**config.mk**
```make
export PLATFORM = sky130hd
export DESIGN_NAME = dimap_cfg
export DESIGN_NICKNAME = d
export VERILOG_FILES = /design/src/design/dimap_pkg.sv /design/src/design/dimap_cfg.sv
export SDC_FILE = /design/constraint.sdc
export NUM_CORES = 1
export LEC_CHECK = 0
export ABC_CLOCK_PERIOD_IN_PS = 11300
export BUFFER_PORTS_ARGS = -buffer_cell sky130_fd_sc_hd__buf_4
export CAP_MARGIN = 40
export CORE_MARGIN = 3
export CORE_UTILIZATION = 45
export DETAILED_ROUTE_END_ITERATION = 8
export GPL_TIMING_DRIVEN = 0
export PLACE_DENSITY_LB_ADDON = 0.3
export SKIP_CTS_REPAIR_TIMING = 1
export SYNTH_ARGS = -nofsm -noshare
export SYNTH_HDL_FRONTEND = slang
export SYNTH_SLANG_ARGS = --single-unit
```
**constraint.sdc**
```tcl
create_clock -name clk -period 11.3 [get_ports clk]
set_input_delay 1.695 -clock clk [delete_from_list [all_inputs] [get_ports clk]]
set_output_delay 1.695 -clock clk [all_outputs]
set_load 0.02 [all_outputs]
```
**src/design/dimap_pkg.sv**
```systemverilog
package dimap_pkg;

  // Widths fixed by the request and result formats
  localparam int ADDR_W     = 44;
  localparam int RADIX_W    = 17;
  localparam int COORD_W    = 16;
  localparam int NUM_DIGITS = 5;
  localparam int NUM_COORDS = 6;
  localparam int CNT_W      = 11;
  localparam int CFG_INDEX_W = 3;
  localparam int CFG_DATA_W  = 15;

  // Defaults for the top-level parameters
  localparam int ROW_COUNT_DEF    = 65536;
  localparam int ADDRESS_BITS_DEF = 44;

  // Field codes held in the order register
  localparam logic [2:0] CODE_CHANNEL   = 3'd0;
  localparam logic [2:0] CODE_DIE       = 3'd1;
  localparam logic [2:0] CODE_BANKGROUP = 3'd2;
  localparam logic [2:0] CODE_BANK      = 3'd3;
  localparam logic [2:0] CODE_ROW       = 3'd4;
  localparam logic [2:0] CODE_COLUMN    = 3'd5;

  // Register indexes
  localparam logic [CFG_INDEX_W-1:0] REG_FIELD_ORDER     = 3'd0;
  localparam logic [CFG_INDEX_W-1:0] REG_CHANNEL_COUNT   = 3'd1;
  localparam logic [CFG_INDEX_W-1:0] REG_DIE_COUNT       = 3'd2;
  localparam logic [CFG_INDEX_W-1:0] REG_BANKGROUP_COUNT = 3'd3;
  localparam logic [CFG_INDEX_W-1:0] REG_BANK_COUNT      = 3'd4;
  localparam logic [CFG_INDEX_W-1:0] REG_BURSTS_PER_ROW  = 3'd5;

  // Reset values
  localparam logic [14:0] RST_FIELD_ORDER     = 15'd18088;
  localparam logic [6:0]  RST_CHANNEL_COUNT   = 7'd1;
  localparam logic [4:0]  RST_DIE_COUNT       = 5'd1;
  localparam logic [4:0]  RST_BANKGROUP_COUNT = 5'd4;
  localparam logic [4:0]  RST_BANK_COUNT      = 5'd4;
  localparam logic [10:0] RST_BURSTS_PER_ROW  = 11'd32;

  // Operations
  localparam logic OP_DECODE = 1'b0;
  localparam logic OP_ENCODE = 1'b1;

  typedef enum logic [1:0] {SEQ_IDLE, SEQ_LOAD, SEQ_RUN} seq_state_t;

  typedef struct packed {
    logic        operation;
    logic [43:0] flat_address;
    logic [5:0]  channel_in;
    logic [3:0]  die_in;
    logic [3:0]  bankgroup_in;
    logic [3:0]  bank_in;
    logic [15:0] row_in;
    logic [9:0]  column_in;
  } map_req_t;

  typedef struct packed {
    logic [43:0] address_out;
    logic [5:0]  channel_out;
    logic [3:0]  die_out;
    logic [3:0]  bankgroup_out;
    logic [3:0]  bank_out;
    logic [15:0] row_out;
    logic [9:0]  column_out;
  } map_res_t;

  // Derived mapping set-up shared by the datapaths
  typedef struct packed {
    logic [NUM_DIGITS-1:0][2:0]         code;
    logic [NUM_DIGITS-1:0][RADIX_W-1:0] radix;
    logic [NUM_DIGITS-1:0][ADDR_W-1:0]  scale;
    logic [4:0]                         nbg;
    logic                               die_present;
    logic                               busy;
  } map_cfg_t;

  typedef logic [NUM_COORDS-1:0][COORD_W-1:0] coord_t;

  function automatic logic [CNT_W-1:0] clamp_count(input logic [CNT_W-1:0] v,
                                                   input logic [CNT_W-1:0] hi);
    logic [CNT_W-1:0] r;
    if (v == '0) r = CNT_W'(1);
    else if (v > hi) r = hi;
    else r = v;
    return r;
  endfunction

  // Write one digit into its coordinate slot; unknown codes are dropped
  function automatic coord_t put_coord(input coord_t c, input logic [2:0] code,
                                       input logic [COORD_W-1:0] v);
    coord_t r;
    r = c;
    for (int i = 0; i < NUM_COORDS; i++) begin
      if (code == 3'(i)) r[i] = v;
    end
    return r;
  endfunction

endpackage

```
**src/design/dimap_cfg.sv**
```systemverilog
module dimap_cfg import dimap_pkg::*; #(
  parameter int ROW_COUNT = ROW_COUNT_DEF,
  parameter int AW        = ADDRESS_BITS_DEF
) (
  input  logic                   clk,
  input  logic                   rst,
  input  logic                   wr,
  input  logic [CFG_INDEX_W-1:0] wr_index,
  input  logic [CFG_DATA_W-1:0]  wr_data,
  output map_cfg_t               cfg
);

  logic [14:0] field_order;
  logic [6:0]  channel_count;
  logic [4:0]  die_count;
  logic [4:0]  bankgroup_count;
  logic [4:0]  bank_count;
  logic [10:0] bursts_per_row;

  logic [NUM_DIGITS-1:0][2:0]         codes;
  logic [CNT_W-1:0]                   ch_c, die_c, bg_c, bank_c, col_c;
  logic                               die_here;
  logic [9:0]                         bg_wide;
  logic [NUM_DIGITS-1:0][RADIX_W-1:0] radix_next;
  logic [NUM_DIGITS-1:0][RADIX_W-1:0] radix_r;
  logic [4:0]                         nbg_r;
  logic                               die_present_r;
  logic [NUM_DIGITS-1:0][ADDR_W-1:0]  scale_r;

  seq_state_t   state, state_next;
  logic [AW-1:0] acc, acc_next, mcand;
  logic [4:0]    bitc;
  logic [2:0]    digit;

  // Register file
  always_ff @(posedge clk) begin
    if (rst) begin
      field_order     <= RST_FIELD_ORDER;
      channel_count   <= RST_CHANNEL_COUNT;
      die_count       <= RST_DIE_COUNT;
      bankgroup_count <= RST_BANKGROUP_COUNT;
      bank_count      <= RST_BANK_COUNT;
      bursts_per_row  <= RST_BURSTS_PER_ROW;
    end else if (wr) begin
      case (wr_index)
        REG_FIELD_ORDER:     field_order     <= wr_data[14:0];
        REG_CHANNEL_COUNT:   channel_count   <= wr_data[6:0];
        REG_DIE_COUNT:       die_count       <= wr_data[4:0];
        REG_BANKGROUP_COUNT: bankgroup_count <= wr_data[4:0];
        REG_BANK_COUNT:      bank_count      <= wr_data[4:0];
        REG_BURSTS_PER_ROW:  bursts_per_row  <= wr_data[10:0];
        default: ;
      endcase
    end
  end

  // Clamped counts and per-digit radix
  always_comb begin
    codes    = field_order;
    die_here = 1'b0;
    for (int i = 0; i < NUM_DIGITS; i++) begin
      if (codes[i] == CODE_DIE) die_here = 1'b1;
    end
    ch_c   = clamp_count(CNT_W'(channel_count), CNT_W'(64));
    die_c  = clamp_count(CNT_W'(die_count), CNT_W'(16));
    bg_c   = clamp_count(CNT_W'(bankgroup_count), CNT_W'(16));
    bank_c = clamp_count(CNT_W'(bank_count), CNT_W'(16));
    col_c  = clamp_count(bursts_per_row, CNT_W'(1024));
    bg_wide = die_here ? 10'(bg_c) : ({5'b0, die_c[4:0]} * {5'b0, bg_c[4:0]});
    for (int i = 0; i < NUM_DIGITS; i++) begin
      case (codes[i])
        CODE_CHANNEL:   radix_next[i] = RADIX_W'(ch_c);
        CODE_DIE:       radix_next[i] = RADIX_W'(die_c);
        CODE_BANKGROUP: radix_next[i] = RADIX_W'(bg_wide);
        CODE_BANK:      radix_next[i] = RADIX_W'(bank_c);
        CODE_ROW:       radix_next[i] = RADIX_W'(ROW_COUNT);
        CODE_COLUMN:    radix_next[i] = RADIX_W'(col_c);
        default:        radix_next[i] = RADIX_W'(1);
      endcase
    end
  end

  always_ff @(posedge clk) begin
    radix_r       <= radix_next;
    nbg_r         <= bg_c[4:0];
    die_present_r <= die_here;
  end

  // Scale sequencer: bit-serial products of the radices below each digit
  always_ff @(posedge clk) begin
    if (rst) state <= SEQ_LOAD;
    else     state <= state_next;
  end

  always_comb begin
    acc_next = acc + (radix_r[digit][bitc] ? mcand : '0);
    case (state)
      SEQ_IDLE: state_next = SEQ_IDLE;
      SEQ_LOAD: state_next = SEQ_RUN;
      SEQ_RUN: begin
        if (bitc == 5'(RADIX_W - 1) && digit == 3'(NUM_DIGITS - 2)) state_next = SEQ_IDLE;
        else state_next = SEQ_RUN;
      end
      default: state_next = SEQ_IDLE;
    endcase
    if (wr) state_next = SEQ_LOAD;
  end

  always_ff @(posedge clk) begin
    case (state)
      SEQ_LOAD: begin
        acc        <= '0;
        mcand      <= AW'(1);
        bitc       <= '0;
        digit      <= '0;
        scale_r[0] <= ADDR_W'(1);
      end
      SEQ_RUN: begin
        if (bitc == 5'(RADIX_W - 1)) begin
          scale_r[digit + 3'd1] <= ADDR_W'(acc_next);
          acc   <= '0;
          mcand <= acc_next;
          bitc  <= '0;
          digit <= digit + 3'd1;
        end else begin
          acc   <= acc_next;
          mcand <= mcand << 1;
          bitc  <= bitc + 5'd1;
        end
      end
      default: ;
    endcase
  end

  assign cfg.code        = codes;
  assign cfg.radix       = radix_r;
  assign cfg.scale       = scale_r;
  assign cfg.nbg         = nbg_r;
  assign cfg.die_present = die_present_r;
  assign cfg.busy        = (state != SEQ_IDLE);

endmodule

```
# Word-level counts from Yosys, hierarchy flattened
# Index checks and enable logic that the tools add are counted.
# totals
regBits	457
inputBits	21
output_inout_bits	327
# op_classes
addsub	3
n_mul	1
magnitude_cmp	9
eq_ne	35
n_mux	41
n_reduce_logical	24
# ops
operator	n
$pmux 17 s6	5
$pmux 44 s2	3
$bwmux 220	1
$mux 44	5
$demux 44 s3	1
$bmux 17 s3	1
$add 44x44->44	1
$eq 3x2->1 const B	13
$eq 3x3->1 const B	12
$mux 5	7
$mux 11	2
$eq 3x1->1 const B	6
$logic_not 3->1	6
$mux 17	1
$reduce_and 2->1	8
$gt 5x5->1 const B	3
$logic_not 5->1	3
$mux 7	2
$gt 11x11->1 const B	1
$logic_not 11->1	1
$mul 5x5->10	1
$mux 10	1
$pmux 5 s2	1
$lt 3x4->1 const B	2
other kinds (19)	26

# Depth between registers and ports, before layout
# Gate-level depths: netlist of run 1.
# logic_depth
word_depth	9
mapped_depth	21
depth_no_buf	18

# Worst setup path before layout of run 1
# Ideal clock, no wire load.
# synth_path
kind	reg-to-reg
from	reg bitc[0]
to	reg scale_r, in the netlist cfg[183], enable pin
setup_time_ns	0.555
arrival_ns	5.768
required_time_ns	10.745
slack_ns	4.978
stages_incl_launch_ff	10
path_buffers	4
cell_sequence	edfxtp_1 > buf_4 > buf_6 > buf_2 > inv_1 > ha_1 > and3_1 > clkbuf_1 > nand2_1 > nor4_1
# synth_between
elab_chain_cells	2
# synth_rtl
item	line	rtl
start, declared	dimap_cfg.sv:32	logic [4:0] bitc;
start signal, assigned	dimap_cfg.sv:128	bitc <= bitc + 5'd1;
$eq 5x5->1	dimap_cfg.sv:119	if (bitc == 5'(RADIX_W - 1)) begin
$reduce_and 2->1 (no line)	-	
end signal, assigned by index	dimap_cfg.sv:120	scale_r[digit + 3'd1] <= ADDR_W'(acc_next);
end, declared	dimap_cfg.sv:28	logic [NUM_DIGITS-1:0][ADDR_W-1:0] scale_r;
# Every way passes these cells.
# A chain may end at the register's enable or synchronous reset.

# Worst setup path after layout of run 1
# layout_path
from	reg bitc[0]
to	reg scale_r, in the netlist cfg[47] (data pin)
# layout_between
elab_chain_cells	7
# layout_rtl
item	line	rtl
$bmux 1 s5	dimap_cfg.sv:96	acc_next = acc + (radix_r[digit][bitc] ? mcand : '0);
$mux 1 (not written as such)	dimap_cfg.sv:96	
$mux 44	dimap_cfg.sv:96	
$add 44x44->44	dimap_cfg.sv:96	
via acc_next[40]	dimap_cfg.sv:31	logic [AW-1:0] acc, acc_next, mcand;
$bwmux 220	dimap_cfg.sv:120	
$mux 44	dimap_cfg.sv:119	
$pmux 44 s2	dimap_cfg.sv:110	case (state)
# The timed path passes the listed nets, and every way through them passes these cells. The select of a mux whose other input is x is not followed.

==> summary.txt, run 1 <==
Run status
  – Status: completed

Critical path
  – WP data required: 11.64 ns
  – Crit Path Class: reg -> reg
  – Max stage delay cell, worst path: o31ai_4
  – CP arrival: 6.91 ns
  – Crit-path cells: buf_4, buf_6, buf_2, mux4_2, mux2i_1, o21ai_0, a31oi_1, o22ai_1, buf_4, clkbuf_1, and2_1, ha_1, fa_1, a211o_2, a211oi_4, nor3_2, o31ai_4, a311oi_1, o211ai_1, nand3_1, a31o_2
  – Critical path launch point type: flip-flop
  – Slowest cell delay on critical path: 0.56 ns
  – Setup crit start: bitc[0]
  – CP delay by family, top: compound AO/OA/AOI/OAI gates
  – CP Capture Type: flip-flop
  – Buf/Inv on CP: 5
  – Worst R2R Start: bitc[0]
  – CP dominant cell by count: buf_4
  – Crit-path max FO: 10

Clock tree
  – H-tree depth: 2
  – Clock root cell: clkbuf_16
  – Worst-path clk slew: 0.06 ns
  – CTS tree: yes
  – CTS Buf Count: 46
  – Worst-Skew Late Latency: 0.59 ns
  – Clk sinks: 432
  – Max Root-Sink Buffers: 3

Min path
  – Hold Path Class: reg -> reg
  – Worst Min Path Start: bursts_per_row[7]

Power
  – Switch Pwr: 0.00104 W
  – Flop pwr share: 0.460
  – P per Cell Area: 153 nW/µm²
  – Worst ir drop on vdd: 102 µV
  – Leak Pwr: 10.5 nW
  – Switch share: 0.261
  – Gate power share: 0.134
  – Clock power share: 0.406
  – Cell Int Power: 0.00295 W

Final layout
  – Final core utilization: 0.572
  – Share of post-route cells with drive strength above 1: 0.215
  – Synthesis-to-layout area growth: 24.8%
  – Post-route cell area: 26,100 µm²
  – Nets: 2,388
  – Antenna Cells: 0

Logic synthesis
  – Top area cells in the synthesized netlist: edfxtp_1 45%, dfxtp_1 11%, ha_1 4.1%
  – Largest area contributor in the netlist: edfxtp_1
  – Most used DFF post-synth: edfxtp_1
  – Syn avg cell area: 11.2 µm²
  – Number of synthesized register bits: 432
  – Seq/Total Area, Yosys: 0.565
  – Top-area cell type share of the netlist area: 0.454
  – Most common cell in the netlist: edfxtp_1
  – EDFF count, synth: 316
  – List of most frequent post-synthesis cells: 316 x edfxtp_1, 207 x nand2_1, 138 x nor2_1
  – Synth warn: 0
  – Cell area after technology mapping: 20,900 µm²
  – Synth cell types: 80
  – Post-Syn Instances: 1,871
  – Async S/R FF share, synth: 0

Die
  – Die Span Y: 221 µm
  – Number of I/O pins: 348
  – Row count: 78
  – Die width: 221 µm
  – Initial core utilization: 0.458
  – CORE AREA: 45,600 µm²
  – Die area: 49,000 µm²

Global route
  – Initial antenna violation count: 0
  – Vias in the first global route: 16,713
  – Largest net degree at the start of global routing: 67
  – GRT Overall Usage: 0.271
  – First-pass GRT wire length: 102,000 µm
  – GRT overflow: 0

Drt
  – DR DRC count: 0
  – Mean number of vias per cell: 5.72
  – DR WL/cell: 23.2 µm
  – DR iter-0 viols: 1,466
  – DRT Pass-1 Iters: 6
  – Final wirelength: 67,800 µm
  – Vias: 16,728
  – Post-route ant nets: 0

STA
  – Skew final: 0.0256 ns
  – Worst slew pin tran: 0.954 ns
  – Max Slew Vio Count: 0
  – Setup_tns: 0 ns
  – Final min period: 6.57 ns
  – Final Hold Viols: 0
  – Worst hold slack: 0.478 ns
  – Max Freq: 152 MHz
  – RSZ-0062 raised after global routing: false
  – Fin crit share: 0.582
  – Max_slew headroom: 0.361
  – Final setup vio count: 0

Job
  – Maxcap violations: 0

Placed design
  – Final RePlAce weighted congestion: 0.970
  – Placed Area: 24,400 µm²
  – Detail Placement HPWL: 50,800 µm
  – IO buf count: 322
[path summary, 6_finish.rpt]
check                           slack, ns  cells past startpoint           endpoint
worst max register to register       4.73                     21            cfg[47]
worst min register to register       0.48                      2  bursts_per_row[7]
worst max-delay path                 4.73                     21            cfg[47]
worst min-delay path                 0.48                      2  bursts_per_row[7]
[layout make-up]
cell class	count	area [µm²]
sequential	432	11800
buffer	128	597
multi-input combinational	1277	8390
fill	3832	19500
clock inverter	26	384
tap	600	751
inverter	58	218
timing repair buffer	346	2680
clock buffer	57	1230
[routing by layer]
metal / up-vias / track usage / part of all wire
li1: 7673 / - / -
met1: 8073 / 0.340 / 0.39
met2: 815 / 0.472 / 0.49
met3: 167 / 0.0454 / 0.080
met4: 0 / 0.0989 / 0.039
met5: - / 0 / 0
[tightest hold or removal path, cell delays in order, from the launching register on]
cell	delay, ns
dfxtp_1	0.32
nand2_1	0.05
a21oi_1	0.06
[power groups by stage]
stage,logic (W),clock network (W),registers (W)
2_1_floorplan,0.000308,0,0.00188
3_3_place_gp,0.000511,0,0.00187
3_5_place_dp,0.000530,0,0.00187
4_1_cts,0.000532,0.00164,0.00183
5_1_grt,0.000581,0.00172,0.00184
6_report,0.000536,0.00162,0.00183
[cell families (layout without fill, tap and decap cells)]
logic type	Yosys count	count (layout)	share of synthesized area
and+or+nand+nor	678	678	0.158
DFF	432	432	0.565
AOI/OAI and AO/OA	388	388	0.123
buffers and inverters	186	615	0.0390
muxes	81	81	0.0534
adders and majority gates	78	78	0.0503
xor gates and xnor gates	27	27	0.0113
other	1	25	0.000180
[layout by cell type, fill, tap and decap left out, drive strengths merged, types with 24 or more instances in the layout]
| master | n |
|---|---|
| nor2 | 138 |
| o21ai | 66 |
| and2 | 82 |
| conb | 25 |
| dfxtp | 116 |
| mux2i | 54 |
| nor3 | 33 |
| clkbuf | 149 |
| nand2b | 30 |
| buf | 382 |
| inv | 58 |
| mux4 | 24 |
| nand2 | 207 |
| a21oi | 121 |
| ha | 68 |
| edfxtp | 316 |
| nand3 | 74 |
| a21o | 30 |
| and3 | 30 |
[state kept, by name, indices dropped and copies added, names as in the netlist]
name,count
bankgroup_count,5
cfg,280
die_count,5
bank_count,5
codes,15
bitc,5
bursts_per_row,11
acc,44
state,2
digit,3
nbg_r,5
die_present_r,1
mcand,44
channel_count,7
[metrics by stage]
stage               power, W  setup WS [ns]  cells
detailed placement   0.00240           4.87   2840
CTS                  0.00401           4.84   2923
global route         0.00414           4.52   2924
global placement     0.00238          0.703   2817
finish               0.00399           4.73   2924
floorplan            0.00219           4.98   1895
No activity file was read; power rests on OpenSTA's default activity.
==> inputs of run 2 (changes only) <==
--- a/config.mk
+++ b/config.mk
@@ -5,7 +5,7 @@
 export SDC_FILE = /design/constraint.sdc
 export NUM_CORES = 1
 export LEC_CHECK = 0
-export ABC_CLOCK_PERIOD_IN_PS = 11300
+export ABC_CLOCK_PERIOD_IN_PS = 6500
 export BUFFER_PORTS_ARGS = -buffer_cell sky130_fd_sc_hd__buf_4
 export CAP_MARGIN = 40
 export CORE_MARGIN = 3
==> constraint.sdc (replaced) <==
create_clock -name clk -period 6.5 [get_ports clk]
set_input_delay 0.975 -clock clk [delete_from_list [all_inputs] [get_ports clk]]
set_output_delay 0.975 -clock clk [all_outputs]
set_load 0.02 [all_outputs]
==> summary.txt, run 2 (synthesis gave the netlist of run 1 again) <==
Die
  – Initial core utilization: 0.458 (unchanged)
  – Number of I/O pins: 348 (unchanged)
  – Die Span Y: 221 µm (unchanged)
  – Die area: 49,000 µm² (unchanged)
  – CORE AREA: 45,600 µm² (unchanged)
  – Row count: 78 (unchanged)
  – Die width: 221 µm (unchanged)

STA
  – Max Slew Vio Count: 0 (unchanged)
  – Worst slew pin tran: 0.926 ns (-0.0279 ns)
  – Final min period: 6.28 ns (-0.291 ns)
  – Max_slew headroom: 0.378 (+0.0171)
  – Max Freq: 159 MHz (+4.6%)
  – Skew final: 0.0214 ns (-0.00420 ns)
  – Final Hold Viols: 0 (unchanged)
  – Fin crit share: 0.966 (+0.385)
  – Final setup vio count: 0 (unchanged)

Min path
  – Hold Crit Depth: 2 (unchanged)
  – Worst Min Path Start: bursts_per_row[7]
  – Min-Delay Endpoint: bursts_per_row[7]
  – Hold Path Class: reg -> reg

Critical path
  – Worst reg2reg setup slack: 0.22 ns (-4.51 ns)
  – Crit-path max FO: 10 (unchanged)
  – Crit Path Class: reg -> reg
  – R2R depth: 22 (+4.8%)
  – Critical path launch point type: flip-flop
  – CP arrival: 6.62 ns (-0.29 ns)
  – CP Capture Type: flip-flop
  – Worst r2r dst: mcand[32]
  – WP data required: 6.83 ns (-4.81 ns)
  – Worst R2R Start: bitc[0]

Global route
  – Initial antenna violation count: 0 (unchanged)
  – Most used routing layer: met2
  – GRT Overall Usage: 0.271 (unchanged)
  – GRT met3 Usage: 0.0454 (unchanged)
  – Largest net degree at the start of global routing: 67 (unchanged)
  – GRT overflow: 0 (unchanged)
  – Vias in the first global route: 16,713 (unchanged)
  – First-pass GRT wire length: 102,000 µm (unchanged)
  – Global routing usage on met1: 0.340 (unchanged)
  – Grt met2 use: 0.472 (unchanged)

Clock tree
  – Worst-path clk slew: 0.06 ns (about the same)
  – Clock root cell: clkbuf_16
  – Clk sinks: 432 (unchanged)
  – CTS tree: yes
  – Max Root-Sink Buffers: 3 (unchanged)
  – Worst-Skew Late Latency: 0.59 ns (about the same)
  – CTS Buf Count: 46 (unchanged)
  – H-tree depth: 2 (unchanged)

Placed design
  – Final RePlAce weighted congestion: 0.970 (unchanged)
  – IO buf count: 322 (unchanged)
  – Detail Placement HPWL: 50,800 µm (unchanged)
  – Cells after DPL: 2,840 (unchanged)

Run status
  – Status: completed

Drt
  – Post-route ant nets: 0 (unchanged)
  – DR DRC count: 0 (unchanged)
  – Vias: 16,759 (+0.19%)
  – DR iter-0 viols: 1,476 (+0.68%)
  – DRT Pass-1 Iters: 6 (unchanged)
  – DR WL/cell: 23.2 µm (about the same)
  – Final wirelength: 67,900 µm (+0.25%)
  – Mean number of vias per cell: 5.72 (about the same)

Final layout
  – Final core utilization: 0.573 (+0.00121)
  – Synthesis-to-layout area growth: 25.0%
  – Fin cells: 2,929 (+0.17%)
  – Share of post-route cells with drive strength above 1: 0.218 (+0.00340)
  – Max reg flops: 280 (unchanged)
  – Antenna Cells: 0 (unchanged)
  – Nets: 2,393 (+0.21%)
  – Commonest non-fill, non-tap cell in the layout: buf_4
  – Most frequent cells in the layout: 366 x buf_4, 316 x edfxtp_1, 207 x nand2_1, 134 x nor2_1, 121 x a21oi_1

Power
  – Leak Pwr: 10.5 nW (+0.26%)
  – Worst ir drop on vdd: 178 µV (+75%)
  – P per Cell Area: 266 nW/µm² (+74%)

Job
  – Maxcap violations: 0 (unchanged)
==> run 2: per-layer routing <==
layer	vias up	wire length (µm)
met2	769	33600
met4	0	2650
met5	-	0
met1	8137	26900
li1	7688	-
met3	165	4830
==> run 2: cell type report <==
type,instances,area (µm²)
multi-input combinational,1277,8410
sequential,432,11800
timing repair buffer,351,2710
tap,600,751
clock buffer,57,1230
inverter,58,218
buffer,128,599
clock inverter,26,384
fill,3826,19500
==> run 2: per-stage QoR <==
stage | setup WS (ns) | hold WS [ns] | TNS [ns] | total power [W] | area, µm²
detailed placement | 0.0743 | 0.460 | 0 | 0.00416 | 24400
global route | -0.0131 | 0.497 | -0.0545 | 0.00719 | 26100
CTS | 0.0356 | 0.473 | 0 | 0.00697 | 26000
global placement | -4.10 | 0.457 | -302.64 | 0.00414 | 24100
floorplan | 0.178 | 0.436 | 0 | 0.00380 | 21000
finish | 0.218 | 0.479 | 0 | 0.00694 | 26100
==> run 2: how the worst max path moves through the flow <==
stage | startpoint | endpoint | slack, ns | cells after the start
after floorplan | bitc[0] | cfg[183] | 0.18 | 9
after global placement | bitc[0] | cfg[190] | -4.10 | 9
after detailed placement | bitc[0] | cfg[225] | 0.07 | 21
after CTS | bitc[0] | cfg[137] | 0.04 | 21
after global routing | bitc[0] | mcand[32] | -0.01 | 22
final | bitc[0] | mcand[32] | 0.22 | 22
==> run 2: report_power, final <==
| group | internal (W) | total (W) | switching (W) |
|---|---|---|---|
| Sequential | 0.00312 | 0.00319 | 0.0000656 |
| Clock | 0.00171 | 0.00282 | 0.00111 |
| Combinational | 0.000296 | 0.000935 | 0.000639 |
| Total | 0.00513 | 0.00694 | 0.00181 |
==> run 2: worst max-delay path: stages, from the launching register on <==
cell and delay, ns:
edfxtp_1 0.38, buf_4 0.22, buf_6 0.22, buf_2 0.34
mux4_2 0.37, mux2i_1 0.21, o21ai_0 0.11, a31oi_1 0.27
o22ai_1 0.19, buf_4 0.22, clkbuf_1 0.31, and2_1 0.27
ha_1 0.22, fa_1 0.45, a211o_2 0.37, a211oi_4 0.27
nor3_2 0.13, o31ai_4 0.37, buf_4 0.20, a31oi_1 0.08
or3_1 0.36, and2_1 0.24, a22o_1 0.23
==> inputs of run 3 (changes only) <==
--- a/config.mk
+++ b/config.mk
@@ -13,6 +13,7 @@
 export DETAILED_ROUTE_END_ITERATION = 8
 export GPL_TIMING_DRIVEN = 0
 export PLACE_DENSITY_LB_ADDON = 0.3
+export REMOVE_ABC_BUFFERS = 1
 export SKIP_CTS_REPAIR_TIMING = 1
 export SYNTH_ARGS = -nofsm -noshare
 export SYNTH_HDL_FRONTEND = slang
==> summary.txt, run 3 (synthesis gave the netlist of run 1 again) <==
Drt
  – Highest metal used: met4
  – Mean number of vias per cell: 5.69 (-0.63%)
  – Met1 WL: 24,300 µm (-9.5%)
  – Vias: 16,022 (-4.4%)
  – DR WL/cell: 21.2 µm (-8.6%)
  – Post-route ant nets: 0 (unchanged)
  – Met3 WL: 4380 µm (-9.3%)
  – DRT Pass-1 Iters: 6 (unchanged)
  – DR iter-0 viols: 1,447 (-2.0%)
  – DR DRC count: 0 (unchanged)
  – Met2 wire len: 29,100 µm (-13%)
  – Final wirelength: 59,700 µm (-12%)

Critical path
  – Stages on worst setup path: 18 (-18%)
  – Crit-path max FO: 31 (+21)
  – Buf/Inv on CP: 3 (-3)
  – WP data required: 6.80 ns (-0.03 ns)
  – Critical path launch point type: flip-flop
  – Slowest cell delay on critical path: 0.54 ns (+0.09 ns)
  – CP arrival: 6.43 ns (-0.19 ns)
  – CP delay by family, top: compound AO/OA/AOI/OAI gates
  – CP Capture Type: flip-flop
  – Crit-path cells: buf_16, clkinv_1, mux4_2, mux2i_1, o311ai_1, o22ai_4, buf_12, and2_1, ha_1, fa_1, a211o_2, a211oi_4, nor3_2, o31ai_4, a311oi_1, o21ai_0, o2111ai_1, o311ai_0
  – R2R depth: 18 (-18%)
  – Max stage delay cell, worst path: o311ai_1
  – Crit Path Class: reg -> reg

Global route
  – GRT overflow: 0 (unchanged)
  – GRT Overall Usage: 0.235 (-0.0352)
  – Largest net degree at the start of global routing: 51 (-24%)
  – Vias in the first global route: 15,587 (-6.7%)
  – First-pass GRT wire length: 90,900 µm (-11%)
  – Initial antenna violation count: 0 (unchanged)

Power
  – Gate power share: 0.126 (-0.009)
  – Clock power share: 0.414 (+0.008)
  – Switch share: 0.252 (-0.00901)
  – Flop pwr share: 0.461 (+0.002)
  – Cell Int Power: 0.00519 W (+1.2%)
  – P per Cell Area: 268 nW/µm² (+0.78%)
  – Worst ir drop on vdd: 174 µV (-2.2%)
  – Leak Pwr: 10.4 nW (-1.2%)
  – Switch Pwr: 0.00175 W (-3.4%)

Die
  – Die area: 49,000 µm² (unchanged)
  – Number of I/O pins: 348 (unchanged)
  – Die Span Y: 221 µm (unchanged)
  – Initial core utilization: 0.458 (unchanged)
  – Die width: 221 µm (unchanged)
  – Row count: 78 (unchanged)
  – CORE AREA: 45,600 µm² (unchanged)

Final layout
  – Share of post-route cells with drive strength above 1: 0.222 (+0.00415)
  – Fin cells: 2,818 (-3.8%)
  – Nets: 2,281 (-4.7%)
  – Antenna Cells: 0 (unchanged)
  – Commonest non-fill, non-tap cell in the layout: buf_4
  – Max reg flops: 280 (unchanged)
  – Synthesis-to-layout area growth: 24.1%
  – Post-route cell area: 25,900 µm² (-0.76%)
  – Most frequent cells in the layout: 339 x buf_4, 316 x edfxtp_1, 207 x nand2_1, 135 x nor2_1, 121 x a21oi_1
  – Final core utilization: 0.569 (-0.00436)

STA
  – Max_slew headroom: 0.397 (+0.0185)
  – Final min period: 6.13 ns (-0.151 ns)
  – Max Slew Vio Count: 0 (unchanged)
  – Final setup vio count: 0 (unchanged)
  – Worst slew pin tran: 0.905 ns (-0.0211 ns)
  – Fin crit share: 0.943 (-0.0232)
  – Worst setup margin: 0.369 ns (+0.151 ns)
  – Final Hold Viols: 0 (unchanged)
  – Worst hold slack: 0.479 ns (+0.000333 ns)
  – RSZ-0062 raised after global routing: false
  – Max Freq: 163 MHz (+2.5%)
  – Skew final: 0.0220 ns (+0.000656 ns)

Clock tree
  – CTS Buf Count: 46 (unchanged)
  – Clock root cell: clkbuf_16
  – H-tree depth: 2 (unchanged)
  – Worst-Skew Late Latency: 0.58 ns (about the same)
  – CTS tree: yes
  – Clk sinks: 432 (unchanged)
  – Worst-path clk slew: 0.06 ns (about the same)
  – Max Root-Sink Buffers: 3 (unchanged)

Placed design
  – Detail Placement HPWL: 43,300 µm (-15%)
  – Pre-CTS setup slack: 0.321 ns (+0.247 ns)
  – IO buf count: 322 (unchanged)
  – Cells after DPL: 2,727 (-4.0%)
  – Final RePlAce weighted congestion: 0.959 (-1.1%)
  – Placed Area: 24,200 µm² (-0.87%)

Job
  – Maxcap violations: 0 (unchanged)

Run status
  – Status: completed

Min path
  – Hold Path Class: reg -> reg
  – Hold Crit Depth: 2 (unchanged)
[run 3: changes by cell type in the layout (fill, tap and decap cells not counted), moves of 3 or more]
cell	previous run	this run
buf_8	0	7
buf_1	3	0
buf_2	8	2
clkinv_1	6	10
buf_4	366	339
buf_16	2	8
clkbuf_1	100	6
buf_12	3	7
[run 3: power by group through the flow]
stage	Sequential (W)	Clock, W	Combinational [W]
2_1_floorplan	0.00329	0	0.000486
4_1_cts	0.00320	0.00293	0.000865
5_1_grt	0.00321	0.00304	0.000952
3_5_place_dp	0.00326	0	0.000862
6_report	0.00320	0.00287	0.000874
3_3_place_gp	0.00327	0	0.000793
[run 3: final timing paths]
| check | start | endpoint | slack, ns |
|---|---|---|---|
| max | digit[0] | mcand[42] | 0.37 |
| min | bursts_per_row[9] | bursts_per_row[9] | 0.48 |
| max reg2reg | digit[0] | mcand[42] | 0.37 |
| min reg2reg | bursts_per_row[9] | bursts_per_row[9] | 0.48 |
[run 3: cell type report]
type / instances / area, µm²
inverter: 58 / 218
tap: 600 / 751
fill: 3851 / 19700
multi-input combinational: 1277 / 8430
timing repair buffer: 367 / 3060
sequential: 432 / 11800
clock buffer: 54 / 1210
clock inverter: 30 / 437
[run 3: worst reg2reg max path: cells and delay by family, from the launching register on]
family,cells,cell delay (ns)
flip-flops,1,0.53
AND/OR/NAND/NOR,2,0.30
AO/OA/AOI/OAI,9,3.09
adder cells (fa/ha/maj),2,0.67
multiplexers,2,0.53
buffers and inverters,3,0.77
[run 3: per-stage QoR]
step                      total power (W)   TNS, ns
after floorplan                   0.00377    -13.64
after CTS                         0.00699         0
after global routing              0.00720         0
after detailed placement          0.00412         0
after global placement            0.00407  -1043.58
final                             0.00695         0
[run 3: metal layers]
layer | GRT usage | up-vias
li1 | - | 7462
met1 | 0.295 | 7809
met2 | 0.398 | 636
met3 | 0.0565 | 115
met4 | 0.0892 | 0
met5 | 0 | -
